<file path="config.mk">
export PLATFORM = sky130hd
export DESIGN_NAME = cro_step
export DESIGN_NICKNAME = d
export VERILOG_FILES = /design/src/hdl/cro_pkg.sv /design/src/hdl/cro_step.sv
export SDC_FILE = /design/constraint.sdc
export NUM_CORES = 1
export LEC_CHECK = 0
export BUFFER_PORTS_ARGS = -buffer_cell sky130_fd_sc_hd__buf_2
export CORE_MARGIN = 3
export CORE_UTILIZATION = 50
export DETAILED_ROUTE_END_ITERATION = 10
export PLACE_DENSITY = 0.8
export SLEW_MARGIN = 20
export SYNTH_ARGS = -nofsm -noshare
export SYNTH_HDL_FRONTEND = slang
export SYNTH_SLANG_ARGS = --single-unit
</file>
<file path="constraint.sdc">
create_clock -name vclk -period 10.95
set_input_delay 2.19 -clock vclk [all_inputs]
set_output_delay 2.19 -clock vclk [all_outputs]
set_load 0.1 [all_outputs]
</file>
<file path="src/hdl/cro_pkg.sv">
// Package: types, opcodes, status codes and limits of the CIGAR offset locator.
`timescale 1ns / 1ps
package cro_pkg;

  localparam int unsigned POS_W = 31;
  localparam int unsigned REF_W = 32;
  localparam int unsigned LEN_W = 28;
  localparam int unsigned OPC_W = 4;
  localparam int unsigned STS_W = 2;

  localparam logic [POS_W-1:0] OFS_MAX = {POS_W{1'b1}};
  localparam logic [REF_W-1:0] REF_MAX = {REF_W{1'b1}};

  // CIGAR opcodes
  localparam logic [OPC_W-1:0] OP_M  = 4'd0;
  localparam logic [OPC_W-1:0] OP_I  = 4'd1;
  localparam logic [OPC_W-1:0] OP_D  = 4'd2;
  localparam logic [OPC_W-1:0] OP_N  = 4'd3;
  localparam logic [OPC_W-1:0] OP_S  = 4'd4;
  localparam logic [OPC_W-1:0] OP_H  = 4'd5;
  localparam logic [OPC_W-1:0] OP_P  = 4'd6;
  localparam logic [OPC_W-1:0] OP_EQ = 4'd7;
  localparam logic [OPC_W-1:0] OP_X  = 4'd8;

  // result status codes
  localparam logic [STS_W-1:0] ST_FOUND  = 2'd0;
  localparam logic [STS_W-1:0] ST_RANGE  = 2'd1;
  localparam logic [STS_W-1:0] ST_INTRON = 2'd2;
  localparam logic [STS_W-1:0] ST_DEL    = 2'd3;

  typedef struct packed {
    logic             first_op;
    logic             last_op;
    logic [POS_W-1:0] read_start;
    logic [POS_W-1:0] target_pos;
    logic [OPC_W-1:0] op_code;
    logic [LEN_W-1:0] op_length;
  } item_t;

  typedef struct packed {
    logic [REF_W-1:0] ref_cursor;
    logic [POS_W-1:0] query_cursor;
    logic             resolved;
    logic [POS_W-1:0] saved_target;
  } state_t;

  typedef struct packed {
    logic [STS_W-1:0] status;
    logic [POS_W-1:0] query_offset;
  } result_t;

  typedef struct packed {
    logic    emit;
    result_t res;
    state_t  state;
  } step_t;

endpackage

</file>
<file path="src/hdl/cro_step.sv">
// Combinational step: apply one CIGAR op to the cursors and decide the result.
`timescale 1ns / 1ps
module cro_step import cro_pkg::*; (
  input  item_t  item_i,
  input  state_t state_i,
  output step_t  step_o
);

  logic [REF_W-1:0] ref0;
  logic [POS_W-1:0] qry0;
  logic [POS_W-1:0] tgt;
  logic             active;
  logic [REF_W:0]   ref_sum;
  logic [REF_W-1:0] ref_adv;
  logic [POS_W:0]   qry_sum;
  logic [POS_W-1:0] qry_adv;
  logic             hit;
  logic [POS_W-1:0] diff;
  logic [POS_W:0]   off_sum;
  logic [POS_W-1:0] off_sat;
  logic [REF_W-1:0] ref_new;
  logic [POS_W-1:0] qry_new;
  logic             stat_set;
  logic [STS_W-1:0] status;
  logic [POS_W-1:0] offset;

  // a first op reloads the cursors and the target
  always_comb begin
    if (item_i.first_op) begin
      ref0 = {1'b0, item_i.read_start};
      qry0 = '0;
      tgt  = item_i.target_pos;
    end else begin
      ref0 = state_i.ref_cursor;
      qry0 = state_i.query_cursor;
      tgt  = state_i.saved_target;
    end
  end

  assign active  = item_i.first_op || !state_i.resolved;
  assign ref_sum = {1'b0, ref0} + (REF_W+1)'(item_i.op_length);
  assign ref_adv = ref_sum[REF_W] ? REF_MAX : ref_sum[REF_W-1:0];
  assign qry_sum = {1'b0, qry0} + (POS_W+1)'(item_i.op_length);
  assign qry_adv = qry_sum[POS_W] ? OFS_MAX : qry_sum[POS_W-1:0];
  assign hit     = (ref0 <= {1'b0, tgt}) && ({2'b00, tgt} < ref_sum);
  // only used on a hit, where ref0 <= tgt fits in POS_W bits
  assign diff    = tgt - ref0[POS_W-1:0];
  assign off_sum = {1'b0, qry0} + {1'b0, diff};
  assign off_sat = off_sum[POS_W] ? OFS_MAX : off_sum[POS_W-1:0];

  always_comb begin
    ref_new  = ref0;
    qry_new  = qry0;
    stat_set = 1'b0;
    status   = ST_RANGE;
    offset   = '0;
    case (item_i.op_code) inside
      OP_M, OP_EQ, OP_X: begin
        if (hit) begin
          stat_set = 1'b1;
          status   = ST_FOUND;
          offset   = off_sat;
        end else begin
          ref_new = ref_adv;
          qry_new = qry_adv;
        end
      end
      OP_D, OP_N: begin
        ref_new = ref_adv;
        if (ref_adv > {1'b0, tgt}) begin
          stat_set = 1'b1;
          status   = (item_i.op_code == OP_D) ? ST_DEL : ST_INTRON;
        end
      end
      default: begin
        qry_new = qry_adv;
      end
    endcase
    // cursor past the target, or read ended without a hit
    if (!stat_set && ((ref_new > {1'b0, tgt}) || item_i.last_op)) begin
      stat_set = 1'b1;
      status   = ST_RANGE;
    end
  end

  always_comb begin
    step_o.emit             = active && stat_set;
    step_o.res.status       = status;
    step_o.res.query_offset = offset;
    if (active) begin
      step_o.state.ref_cursor   = ref_new;
      step_o.state.query_cursor = qry_new;
      step_o.state.resolved     = stat_set;
      step_o.state.saved_target = tgt;
    end else begin
      step_o.state = state_i;
    end
  end

endmodule

</file>
Word level (Yosys, flattened, before mapping) --
Cells that the tools add are included. Widths: inputs -> output; s select.
Storage, ports and cells: input bits 191, register bits 0, word-level logic and storage cells 48
Operators by class: multiplexer cells 26, magnitude comparators 4, reductions and logical operators 10, add/subtract/negate cells 4, equality and inequality tests 4
Operator list (number):
- $mux 31 | 9
- $mux 32 | 5
- $mux 95 | 1
- $gt 32x31->1 | 2
- $add 32x28->33 | 1
- $lt 31x33->1 | 1
- $add 31x28->32 | 1
- $add 31x31->32 | 1
- $le 32x31->1 | 1
- $sub 31x31->31 | 1
- $eq 4x2->1 const B | 2
- $mux 2 | 4
- $mux 1 | 7
- $eq 4x3->1 const B | 1
- $eq 4x4->1 const B | 1
- $logic_not 4->1 | 1
- $logic_and 1x1->1 | 3
- $reduce_or 3->1 | 1
- $logic_not 1->1 | 2
- $logic_or 1x1->1 | 2
- $reduce_or 2->1 | 1

Depth between registers and ports, before layout --
depth in word-level cells 11, gate-level depth with buffers 38, depth with buffers taken out 33

Least setup slack after synthesis --
No wires, ideal clock.
path kind input port to output port, start point input port item_i[95] (netlist bit), end point output port step_o[92] (netlist bit), buffers on the path 6, stages on the path 24, slack -2034 ps, arrival time 10794 ps, path through buf_2 > clkbuf_1 > buf_1 > clkbuf_1 > mux2i_1 > inv_1 > ha_1 > clkbuf_1 > a21o_1 > a21o_1 > a211o_1 > a211oi_1 > o211ai_1 > a21oi_1 > xor2_1 > ha_1 > a21o_1 > a221oi_1 > o211ai_1 > o221a_2 > a211oi_4 > buf_6 > nor2b_1 > o311ai_0
RTL lines:
- from (decl) | line cro_step.sv:4 | input item_t item_i,
- to (decl) | line cro_step.sv:6 | output step_t step_o

==> impl_metrics.yaml <==
status:
  status: "finished clean"
logic_synthesis:
  synth_nets: 2054
  yosysSeqAreaShare: 0
  synthesis.area_um2: 11400
  synth.distinct_cells: 75
  avgSynthCellArea_um2: 7.03
  synth_top_area_frac: 0.264
  yosysTopAreaCell: "ha_1"
  synth_cells: 1619
  yosys-top-cells-area: "ha_1 26%, a21oi_1 8.4%, mux2i_1 5.2%, nand2_1 4.9%, a21o_1 4.6%"
  synth.most_common_cell: "ha_1"
  yosysWarnings: 0
  synth_common_cells: "240 x ha_1, 192 x a21oi_1, 150 x nand2_1, 123 x nor2_1, 102 x inv_1"
route:
  wl_um: 49700
  drc: 0
  via_per_inst: 6.15
  ant_nets: 0
  drt_iter0_markers: 1366
  route.vias.total: 15000
  first_pass_iters: 6
  routedWlPerCell_um: 20.4
placement:
  placed_area_um2: 15900
  hpwl_um: 41300
  gp_congestion: 1.01
  port_buffers: 320
sta:
  fin_tns_setup_ns: 0
  hold_violations: 0
  setup_viol: 0
  min_period_ns: 10.92
  max_freq_mhz: 91.5
  rsz0062_at_grt: "yes"
  worst_pin_slew_ns: 0.900
  hold_ws_ns: 4.81
  post-route-period-util: 0.998
  slew_viol_final: 0
  max-slew-margin-rel: 0.398
die:
  die_x_um: 157
  start_util: 0.515
  io_pins: 320
  rows: 54
  die_h_um: 157
  placeableCoreArea_um2: 22100
  die_area_um2: 24600
finish:
  sequential_cell_total: 0
  antenna_cells: 0
  final_area_um2: 17000
  nets: 2590
  regArea_um2: 0
  area_growth_syn_to_layout_pct: 49.5
  clock_buffers: 0
  multiInputGateArea_um2: 11800
  drive_above_1_share: 0.364
  n_fill_cell: 1692
job:
  maxCapViolations: 0
critical_path:
  worst-setup-path-type: "in2out"
  slowest_delay_ns: 0.34
  path_max_fanout: 12
  critPathLaunchType: "input port"
  path_common_cell: "buf_4"
  crit_slowest_cell: "ha_1"
  cp.required_ns: 8.76
  end_kind: "primary output"
  arrival_ns: 8.73
  crit_start: "item_i[95]"
power_and_ir_drop:
  intPower_uw: 833
  seqPwrFrac: 0
  p_sw_mw: 1.39
  power_frac_comb: 1.000
  p_per_area_nw_per_um2: 131
  pwr-share-clk: 0
  power.leakage_nw: 8.72
  peakVddDrop_mv: 0.117
  power.total_mw: 2.22
  swShare: 0.625
hold_path:
  hp-start: "state_i[65]"
  hold_class: "in2out"
global_routing:
  grt_pass1_wl_um: 73600
  grt_overflow_total: 0
  grt_use_total: 0.371
  grt_max_degree: 40
  grt_pass1_vias: 14200
  antenna_found_initial: 0
cts:
  hold_buffers: 0
[power by group through the flow]
stage,clock (mW),sequential [mW],combinational [mW]
after floorplan,0,0,1.43
after global placement,0,0,2.00
after detailed placement,0,0,2.03
after CTS,0,0,2.12
after global routing,0,0,2.35
final,0,0,2.22
[worst paths after layout]
kind,cells past startpoint,to,slack [ns]
max,38,step_o[128],0.03
min,3,step_o[65],4.81
[critical path: cells and delay by family]
family / cells / cell delay [ns]
adders and majority gates: 3 / 0.92
AOI/OAI and AO/OA: 14 / 2.49
muxes: 2 / 0.55
buffers and inverters: 12 / 1.58
xor gates and xnor gates: 1 / 0.23
and+or+nand+nor: 6 / 0.75
[cell usage in the layout, fill, tap and decap left out, types with 68 or more instances in the layout]
| cell type | count |
|---|---|
| nand2_1 | 149 |
| nor2_1 | 121 |
| buf_4 | 256 |
| o21ai_0 | 77 |
| ha_1 | 227 |
| inv_1 | 98 |
| a21o_1 | 68 |
| a21oi_1 | 144 |
| buf_2 | 274 |
[cell type report]
| class | count | area share |
|---|---|---|
| Multi-Input combinational cell | 1461 | 0.693 |
| Tap cell | 280 | 0.0206 |
| Timing Repair Buffer | 590 | 0.263 |
| Inverter | 102 | 0.0227 |
[cells by family after synthesis]
kind of cell	count (synthesis)	synth area share
XOR/XNOR	103	0.0793
AND/OR/NAND/NOR	479	0.202
AO/OA/AOI/OAI	534	0.298
multiplexers	101	0.0934
adder cells (fa/ha/maj)	244	0.271
buffers and inverters	158	0.0567
[routing by layer]
layer	track usage	vias to the layer above	routed length [um]
met1	0.519	6901	20600
met4	0.0934	0	1600
met3	0.0606	109	5750
met2	0.593	915	21700
met5	0	-	0
li1	-	7028	-
[metrics by stage]
step / utilization / cells / worst slack [ns]
finish: 0.770 / 2433 / 0.0267
global route: 0.770 / 2433 / -0.168
CTS: 0.747 / 2418 / 0.00228
floorplan: - / 1619 / -0.207
detailed placement: 0.720 / 2384 / -0.381
global placement: 0.720 / 2384 / -0.301
[repair_timing]
action	in CTS	in global routing
pin swaps	25	42
gates cloned	2	0
resized for setup	57	81
setup endpoints to repair	2	63
buffers inserted	33	16
(Power assumes the default switching activity.)
